--- src/rtl/core/arpc_pkg.sv ---
`timescale 1ns / 1ps
package arpc_pkg;

  localparam int CACHE_DEPTH = 64;
  localparam int QUEUE_DEPTH = 16;
  localparam int MAX_RESULTS = 16;

  localparam int CA_W = (CACHE_DEPTH > 1) ? $clog2(CACHE_DEPTH) : 1;
  localparam int CC_W = $clog2(CACHE_DEPTH + 1);
  localparam int QC_W = $clog2(QUEUE_DEPTH + 1);
  localparam int RC_W = $clog2(MAX_RESULTS + 1);

  typedef enum logic [2:0] {
    KIND_FWD     = 3'd0,
    KIND_REQ     = 3'd1,
    KIND_REL     = 3'd2,
    KIND_DROP    = 3'd3,
    KIND_FULL    = 3'd4
  } kind_e;

  typedef struct packed {
    logic [31:0] ip;
    logic [3:0]  port;
    logic [7:0]  handle;
  } arpc_entry_t;

  typedef struct packed {
    logic shift;
    logic load;
  } arpc_cell_ctrl_t;

endpackage

--- src/rtl/core/arpc_cell.sv ---
`timescale 1ns / 1ps
module arpc_cell import arpc_pkg::*; (
  input  logic            clk_i,
  input  arpc_cell_ctrl_t ctrl_i,
  input  arpc_entry_t     load_i,
  input  arpc_entry_t     next_i,
  output arpc_entry_t     data_o
);

  arpc_entry_t data_q;

  // load wins over shift: it is the reinsert slot at the tail
  always_ff @(posedge clk_i) begin
    if (ctrl_i.load) begin
      data_q <= load_i;
    end else if (ctrl_i.shift) begin
      data_q <= next_i;
    end
  end

  assign data_o = data_q;

endmodule

--- config.mk ---
export PLATFORM = sky130hd
export DESIGN_NAME = arpc_cell
export DESIGN_NICKNAME = d
export VERILOG_FILES = /design/src/rtl/core/arpc_pkg.sv /design/src/rtl/core/arpc_cell.sv
export SDC_FILE = /design/constraint.sdc
export NUM_CORES = 1
export LEC_CHECK = 0
export ABC_AREA = 0
export BUFFER_PORTS_ARGS = -buffer_cell sky130_fd_sc_hd__buf_2
export CAP_MARGIN = 20
export CELL_PAD_IN_SITES_DETAIL_PLACEMENT = 2
export CELL_PAD_IN_SITES_GLOBAL_PLACEMENT = 2
export CORE_MARGIN = 5
export CORE_UTILIZATION = 29
export DETAILED_ROUTE_END_ITERATION = 6
export GPL_TIMING_DRIVEN = 1
export HOLD_SLACK_MARGIN = 0.12
export PLACE_DENSITY_LB_ADDON = 0.05
export SLEW_MARGIN = 20
export SYNTH_ARGS = -nofsm -noshare
export SYNTH_HDL_FRONTEND = slang
export SYNTH_SLANG_ARGS = --single-unit
--- constraint.sdc ---
create_clock -name clk_i -period 3.3 [get_ports clk_i]
set_input_delay 0.33 -clock clk_i [delete_from_list [all_inputs] [get_ports clk_i]]
set_output_delay 0.33 -clock clk_i [all_outputs]
set_load 0.01 [all_outputs]
After elaboration in Yosys (flattened, before gate mapping) --
Cells that the tools add are included.
Cells by class: bitwise operators 0, multiply operators 0, divide/modulo/power cells 0, equal/unequal tests 0, shifts and indexed selects 0, reduce and logical (&&, ||, !) cells 1, add/sub/neg operators 0, multiplexer cells 2, $lt $le $gt $ge 0
Operator list (count):
- $mux W44 | 2
- $reduce_bool A2 Y1 | 1
Storage, ports and cells: output and inout bits 44, memory bits (writable) 0, register bits after elaboration 44, logic and storage cells 6, latch bits 0, bits in read-only memories 0, input bits 91, memories 0

Longest topological paths before layout --
Gate-level depths: netlist of the first run.
depth in word-level cells 2, mapped depth 3, mapped depth without buffers 1

Worst setup path after synthesis of the first run --
OpenSTA, ideal clock, no wires.
path type in2reg, start input port ctrl_i[0] (netlist name), end register data_q (netlist bit data_o[0]) (enable), path buffers 2, required time 2896 ps, setup time 404 ps, slack 1257 ps, cell stages on the path 3, arrival 1639 ps, cell sequence buf_6 > buf_12 > or2_1
On the way: longest elaborated chain between the ends 1
RTL lines:
- start: declaration | RTL line arpc_cell.sv:4 | input arpc_cell_ctrl_t ctrl_i,
- $reduce_bool A2 Y1 (no line)
- end signal: assignment | RTL line arpc_cell.sv:15 | data_q <= load_i;
- end signal: assignment | RTL line arpc_cell.sv:17 | data_q <= next_i;
- end: declaration | RTL line arpc_cell.sv:10 | arpc_entry_t data_q;
No other way between the ends. A chain may end at the register's enable or synchronous reset.

Final worst setup path of the first run --
start input port ctrl_i[0] (netlist name), end register data_q (netlist bit data_o[41]), data pin
On the way: longest elaborated chain between the ends 1
RTL lines:
- $mux W44 | RTL line arpc_cell.sv:14 | if (ctrl_i.load) begin
No other way between the ends.

==> impl_metrics.toml, run 1 <==
[setup_path]
cp-end-kind = "flip-flop"
critPathKind = "input pin to flip-flop"
crit_path_max_incr_delay_ns = 0.61
worst_path_max_delay_cell = "buf_4"
critical-path-top-delay-family = "buffers and inverters"
startpoint_type = "input pin"
cp_cell_sequence = "buf_2 > buf_4 > mux2_2"
worstPathMaxFanout = 44
crit_buf_inv = 2
worstPathRequired_ns = 3.34
worstPathArrival_ns = 1.45

[clock_tree]
ctsHtreeMaxLevel = 2
root_buffer = "clkbuf_8"
ctsResizeCount = 0
ctsHoldBuffers = 0
clk_pin_slew_worst_paths_ns = 0.09
clock_sinks = 44
cts_inserted_buffers = 5
clock_path_buffers = 2
tritoncts = "done"
post_cts_buffers = 0

[sta]
period_share_pct = 42.59
finalMaxSlewViolations = 0
final.setup.tns_ns = 0
rsz0062_at_grt = "false"
final.min_clock_period_ns = 1.406
setup_viol = 0
hold_viol_final = 0
whs_ns = 0.3275
worst_pin_slew_ns = 1.066
fmax_mhz = 711.4
relSlewSlack_pct = 28.94
setup_slack_ns = 1.894

[placement]
place_area_um2 = 2768
place_hpwl_um = 4402
portBuffers = 134
pre_cts_ws_ns = 1.557
gp_congestion = 0.6604

[power_and_ir_drop]
powerDensity_nw_per_um2 = 472.1
p_seq_share_pct = 51.4
power.internal_mw = 1.048
p_clk_share_pct = 30.4
p_switching_mw = 0.3115
power.leakage_nw = 1.378
ir_worst_vdd_mv = 0.2162
comb_power_share_pct = 18.2
swShare_pct = 22.92

[yosys]
ys_warn_count = 0
syn_nets = 185
synth_top_area_cell = "edfxtp_1"
synthCells = 94
yosys-top-cells-area = "edfxtp_1 (64%), mux2_4 (28%), buf_12 (3.9%)"
syn_area_per_cell_um2 = 21.92
synth.distinct_cells = 6
netlist_area_um2 = 2061
synth_seq_cells = 44
synth_top_area_share_pct = 64.12
ys_seq_area_share_pct = 64.12

[global_route]
grt_pass1_vias = 1553
grt_pass1_wl_um = 8107
grt.total_usage_pct = 12.26
overflow = 0
grt_max_degree = 45
antenna_found_initial = 1

[final_layout]
final_area_um2 = 2879
antenna_cells = 0
fillerInstances = 703
multi_input_area_um2 = 648.1
drive_above_1_share_pct = 80.60
ff_latch_area_um2 = 1321
fin_util_pct = 41.91
fin_nets = 322
largest_reg_flops = 44
syn_to_final_growth_pct = 39.71

[route]
drc_errors = 0
drtAntennaViolNets = 0
first_iter_violations = 16
drt_wl_total_um = 5531
viasPerCell = 4.232
dr.pass1.iters = 4
vias = 1388
wire_per_inst_um = 16.86

[die]
core_area_um2 = 6869
die_area_um2 = 8892
die_h_um = 94.30
die_x_um = 94.30
start_util_pct = 30.00
rows = 30
ios = 135

[worst_hold_path]
hp-class = "input pin to flip-flop"
hold-path-endpoint = "data_o[30]"
whs_path_depth = 2
worstHoldStart = "next_i[30]"

[run_status]
outcome = "finished, final reports clean"

[flow_run]
drv_cap = 0
-- power groups by stage --
stage          Clock, mW  Sequential [mW]  Combinational [mW]
6_report           0.413            0.699               0.247
2_1_floorplan          0            0.749              0.0973
5_1_grt            0.450            0.706               0.267
4_1_cts            0.429            0.701               0.253
3_5_place_dp           0            0.713               0.253
3_3_place_gp           0            0.710               0.244
-- stage by stage --
stage / cells / power, mW
5_1_grt: 328 / 1.423
3_3_place_gp: 320 / 0.9535
2_1_floorplan: 94 / 0.8468
6_report: 328 / 1.359
4_1_cts: 328 / 1.384
3_5_place_dp: 320 / 0.9663
-- routing by layer --
metal  share of wire (%)  global-route usage (%)  up-vias
met5                0.36                       0        -
met3                  13                   6.010        9
met1                  32                   11.89      660
li1                    -                       -      639
met2                  54                   22.70       78
met4                 1.0                   3.610        2
-- cell usage in the layout, fill, tap and decap left out, drive strengths merged --
master,count
buf,135
bufinv,1
clkbuf,5
clkinv,2
edfxtp,44
mux2,44
or2,1
-- Yosys cell counts --
cell / n
buf_12: 4
mux2_2: 5
or2_1: 1
mux2_4: 39
buf_6: 1
edfxtp_1: 44
-- how the worst max path moves through the flow --
stage	from	endpoint	slack, ns	depth (start not counted)
after floorplan	ctrl_i[0]	data_o[0]	1.26	3
after global placement	ctrl_i[0]	data_o[41]	1.60	3
after detailed placement	ctrl_i[0]	data_o[41]	1.56	3
after CTS	ctrl_i[0]	data_o[41]	1.88	3
after global routing	ctrl_i[0]	data_o[0]	1.84	3
final	ctrl_i[0]	data_o[41]	1.89	3
-- kinds of logic (layout without fill, tap and decap cells) --
family / after synthesis / in the layout / share of synthesized area (%)
buffers and inverters: 5 / 143 / 4.432
flip-flops: 44 / 44 / 64.12
AND/OR/NAND/NOR: 1 / 1 / 0.3038
multiplexers: 44 / 44 / 31.15
-- area by class of cell --
cell class	count	share of cell area, %
Clock inverter	3	1.478
Multi-Input combinational cell	45	22.51
Clock buffer	5	2.390
Tap cell	96	4.172
Timing Repair Buffer	135	23.55
Sequential cell	44	45.89
No activity file was read; power rests on OpenSTA's default activity.
==> run 2, diff against run 1 <==
--- a/config.mk
+++ b/config.mk
@@ -11,7 +11,7 @@
 export CELL_PAD_IN_SITES_DETAIL_PLACEMENT = 2
 export CELL_PAD_IN_SITES_GLOBAL_PLACEMENT = 2
 export CORE_MARGIN = 5
-export CORE_UTILIZATION = 29
+export CORE_UTILIZATION = 27
 export DETAILED_ROUTE_END_ITERATION = 6
 export GPL_TIMING_DRIVEN = 1
 export HOLD_SLACK_MARGIN = 0.12
==> constraint.sdc (replaced) <==
create_clock -name clk_i -period 1.42 [get_ports clk_i]
set_input_delay 0.142 -clock clk_i [delete_from_list [all_inputs] [get_ports clk_i]]
set_output_delay 0.142 -clock clk_i [all_outputs]
set_load 0.01 [all_outputs]
==> run 2 against run 1 <==
Cell count grew 1.5%. Critical path depth shrank 2. Cell area grew 1.0%. Via count grew 2.2%. Combinational power grew 140%. Clock power grew 130%. Setup slack lost 1.5 ns. Global-route usage is essentially flat. First-iteration DRC count grew 63%. Critical endpoint is now data_o[14]. Largest power group unchanged.
==> impl_metrics.toml, run 2 (synthesis results as in run 1) <==
[placement]
place_area_um2 = 2801
gp_congestion = 0.7187
place_inst = 325
pre_cts_ws_ns = 0.1573
place_hpwl_um = 4772
portBuffers = 134

[final_layout]
fin_util_pct = 39.68
finalNonFillerCells = 333
fin_nets = 324
largest_reg_flops = 44
syn_to_final_growth_pct = 41.17
final_cell_mix = "buf_2 (134), edfxtp_1 (44), mux2_4 (39), mux2_2 (5), clkbuf_8 (5)"
final_common_cell = "buf_2"
drive_above_1_share_pct = 80.77
antenna_cells = 0
fillerInstances = 789
final_area_um2 = 2909

[route]
viasPerCell = 4.261
wire_per_inst_um = 17.47
first_iter_violations = 26
drt_wl_total_um = 5816
vias = 1419
dr.pass1.iters = 3
drtAntennaViolNets = 0
drc_errors = 0

[die]
die_x_um = 97.37
die_area_um2 = 9480
rows = 31
start_util_pct = 28.11
die_h_um = 97.37
core_area_um2 = 7331
ios = 135

[power_and_ir_drop]
ir_worst_vdd_mv = 0.3071
power.leakage_nw = 1.393
total_power_mw = 3.152
powerDensity_nw_per_um2 = 1084

[setup_path]
worstPathMaxFanout = 1
crit_start = "data_o[14]"
cp-end-kind = "output port"
worstPathArrival_ns = 0.83
critical-path-top-delay-family = "flip-flops"
startpoint_type = "flip-flop"
crit_path_max_incr_delay_ns = 0.39
crit_buf_inv = 1
cp_cell_sequence = "buf_2"
worst_path_max_delay_cell = "edfxtp_1"
critPathKind = "flip-flop to output port"
worstPathRequired_ns = 1.28

[global_route]
grt_pass1_wl_um = 9073
overflow = 0
grt_pass1_vias = 1645
grt.total_usage_pct = 12.24
antenna_found_initial = 0
grt_max_degree = 45

[worst_hold_path]
hp-class = "input pin to flip-flop"
worstHoldStart = "next_i[34]"

[clock_tree]
clock_path_buffers = 2
root_buffer = "clkbuf_8"
post_cts_buffers = 0
ctsHtreeMaxLevel = 2
ctsResizeCount = 0
clk_pin_slew_worst_paths_ns = 0.08
ctsHoldBuffers = 0
clock_sinks = 44
tritoncts = "done"
cts_inserted_buffers = 5

[sta]
rsz0062_at_grt = "false"
final.min_clock_period_ns = 0.9760
period_share_pct = 68.73
hold_viol_final = 0
finalMaxSlewViolations = 0
setup_slack_ns = 0.4440
worst_pin_slew_ns = 0.6073
fmax_mhz = 1025
relSlewSlack_pct = 59.51
final.setup.tns_ns = 0
setup_viol = 0
whs_ns = 0.1497

[run_status]
outcome = "finished, final reports clean"

[flow_run]
drv_cap = 0
run 2: report_power, final:
group | internal [mW] | total (mW) | switching, mW
logic | 0.327 | 0.588 | 0.261
registers | 1.59 | 1.63 | 0.0329
clock network | 0.522 | 0.939 | 0.416
run 2: cell type report:
| cell class | count | area [um^2] | area share (%) |
|---|---|---|---|
| clock inverters | 2 | 35.03 | 1.204 |
| multi-input cells | 45 | 650.6 | 22.37 |
| flip-flops and latches | 44 | 1321 | 45.42 |
| clock buffers | 6 | 72.57 | 2.495 |
| repair buffers | 137 | 705.7 | 24.26 |
| well taps | 99 | 123.9 | 4.258 |
run 2: path summary, 6_finish.rpt:
| path | to | slack (ns) | cells past startpoint |
|---|---|---|---|
| hold / removal | data_o[34] | 0.15 | 2 |
| setup / recovery | data_o[14] | 0.44 | 1 |
run 2: per-layer routing:
| metal | global-route usage (%) | wire length (um) | vias up | part of all wire [%] |
|---|---|---|---|---|
| li1 | - | - | 645 | - |
| met1 | 11.97 | 1953 | 685 | 34 |
| met2 | 22.88 | 3186 | 79 | 55 |
| met3 | 5.528 | 566 | 10 | 9.7 |
| met4 | 3.727 | 109 | 0 | 1.9 |
| met5 | 0 | 0 | - | 0 |
==> run 3, diff against run 2 <==
--- a/config.mk
+++ b/config.mk
@@ -5,13 +5,13 @@
 export SDC_FILE = /design/constraint.sdc
 export NUM_CORES = 1
 export LEC_CHECK = 0
-export ABC_AREA = 0
+export ABC_AREA = 1
 export BUFFER_PORTS_ARGS = -buffer_cell sky130_fd_sc_hd__buf_2
 export CAP_MARGIN = 20
 export CELL_PAD_IN_SITES_DETAIL_PLACEMENT = 2
 export CELL_PAD_IN_SITES_GLOBAL_PLACEMENT = 2
 export CORE_MARGIN = 5
-export CORE_UTILIZATION = 27
+export CORE_UTILIZATION = 20
 export DETAILED_ROUTE_END_ITERATION = 6
 export GPL_TIMING_DRIVEN = 1
 export HOLD_SLACK_MARGIN = 0.12
==> constraint.sdc (replaced) <==
create_clock -name clk_i -period 0.8 [get_ports clk_i]
set_input_delay 0.08 -clock clk_i [delete_from_list [all_inputs] [get_ports clk_i]]
set_output_delay 0.08 -clock clk_i [all_outputs]
set_load 0.01 [all_outputs]
==> run 3 against run 2 <==
Combinational power increased by 120%. The flow now finishes with violations (negative setup slack). Area after synthesis down 6.9%. Via count increased by 43%. Cell area rose by 26%.
==> impl_metrics.toml, run 3 <==
[run_status]
outcome = "finished, violations left"
violations = "negative setup slack"

[final_layout]
fin_nets = 475
multi_input_area_um2 = 536.8
fin_util_pct = 39.46
final_common_cell = "nand2_1"
final_cell_mix = "nand2_1 (119), buf_2 (105), dlygate4sd3_1 (66), edfxtp_1 (44), dlymetal6s4s_1 (21)"
fillerInstances = 1053
antenna_cells = 0
ff_latch_area_um2 = 1321
drive_above_1_share_pct = 34.29
largest_reg_flops = 44
finalNonFillerCells = 514
syn_to_final_growth_pct = 91.00

[yosys]
netlist_area_um2 = 1918
ys_top_cells_by_count = "nand2_1 (132), edfxtp_1 (44), buf_6 (5)"
syn_nets = 278
synth_top_area_share_pct = 68.88
synth.distinct_cells = 6
synth_top_area_cell = "edfxtp_1"
ys_seq_area_share_pct = 68.88
synth_ff_type = "edfxtp_1"
async_reset_ff_share_pct = 0
synth_most_common_cell = "nand2_1"
ys_warn_count = 0
synth_seq_cells = 44
yosys-top-cells-area = "edfxtp_1 (69%), nand2_1 (26%), buf_6 (2.9%)"
synthCells = 187
syn_area_per_cell_um2 = 10.26
synth-edff-count = 44

[clock_tree]
clock_sinks = 44
cts_inserted_buffers = 5
ctsHoldBuffers = 87
clk_pin_slew_worst_paths_ns = 0.09
tritoncts = "done"
post_cts_buffers = 0
clock_path_buffers = 2
ctsHtreeMaxLevel = 2
root_buffer = "clkbuf_8"

[global_route]
grt_pass1_wl_um = 12370
antenna_found_initial = 0
grt.total_usage_pct = 13.66
grt_pass1_vias = 2499
grt_max_degree = 45
overflow = 0

[sta]
finalMaxSlewViolations = 0
final.min_clock_period_ns = 0.9188
period_share_pct = 114.9
fmax_mhz = 1088
worst_pin_slew_ns = 0.3719
hold_viol_final = 0
relSlewSlack_pct = 75.21
setup_slack_ns = -0.1188
setup_viol = 44
rsz0062_at_grt = "true"

[setup_path]
cp-end-kind = "output port"
crit_buf_inv = 1
critPathKind = "flip-flop to output port"
worstPathArrival_ns = 0.84
cp_cell_sequence = "buf_2"
startpoint_type = "flip-flop"
worstPathMaxFanout = 1
worst_path_max_delay_cell = "edfxtp_1"
worstPathRequired_ns = 0.72
crit_path_max_incr_delay_ns = 0.39
path_depth = 1
critical-path-top-delay-family = "flip-flops"

[die]
start_util_pct = 20.66
core_area_um2 = 9284
ios = 135
die_h_um = 107.9
die_x_um = 107.9
rows = 35
die_area_um2 = 11650

[power_and_ir_drop]
power.leakage_nw = 1.914
ir_worst_vdd_mv = 0.6727
powerDensity_nw_per_um2 = 1516

[route]
first_iter_violations = 50
viasPerCell = 3.953
drc_errors = 0
vias = 2032
drt_wl_total_um = 7723
dr.pass1.iters = 3
wire_per_inst_um = 15.03
drtAntennaViolNets = 0

[flow_run]
drv_cap = 0

[placement]
gp_congestion = 0.6706
portBuffers = 134
place_inst = 447
place_hpwl_um = 5269

[worst_hold_path]
whs_path_depth = 3
hp-class = "input pin to flip-flop"
-- run 3: area by class of cell --
class                   instances  area share [%]
well taps                     129           4.406
clock inverters                 1          0.1025
inverters                       1          0.2391
clock buffers                   7           2.083
flip-flops and latches         44           36.07
multi-input cells             133           14.65
repair buffers                199           42.45
-- run 3: repair_timing --
action / CTS / global route
pin swaps: 0 / 9
resized for setup: 0 / 35
hold endpoints to repair: 44 / 1
setup endpoints to repair: 44 / 79
-- run 3: per-stage QoR --
stage          hold WS (ns)  setup WS [ns]  TNS (ns)  power [mW]  area (um^2)
6_report            0.09605        -0.1188    -3.729       5.553         3664
3_3_place_gp         0.3447        -0.1273    -9.723       3.930         2761
5_1_grt             0.09073        -0.1689    -5.636       5.874         3664
3_5_place_dp         0.3521        -0.1919    -11.10       3.950         2761
2_1_floorplan        0.2586        -0.1470    -6.469       3.366         1929
4_1_cts             0.09373        -0.1406    -4.756       5.684         3712
-- run 3: final timing paths --
path / from / endpoint / slack (ns)
min: load_i[35] / data_o[35] / 0.1
max: data_o[32] / data_o[32] / -0.12
-- run 3: cells by family after synthesis --
group | count (synthesis) | share of synthesized area, %
and+or+nand+nor | 133 | 26.16
DFF | 44 | 68.88
buffers and inverters | 10 | 4.958
-- run 3: report_power, final --
part           internal (mW)  switching [mW]
sequential              2.83          0.0615
clock                  0.610           0.747
combinational          0.705           0.603
total                   4.14            1.41
-- run 3: layer usage --
layer	global-route usage [%]	vias to the layer above	wire (um)
met5	0	-	0
met4	3.336	0	59
met3	4.239	6	564
met2	25.93	81	4083
met1	14.66	956	3015
li1	-	989	-
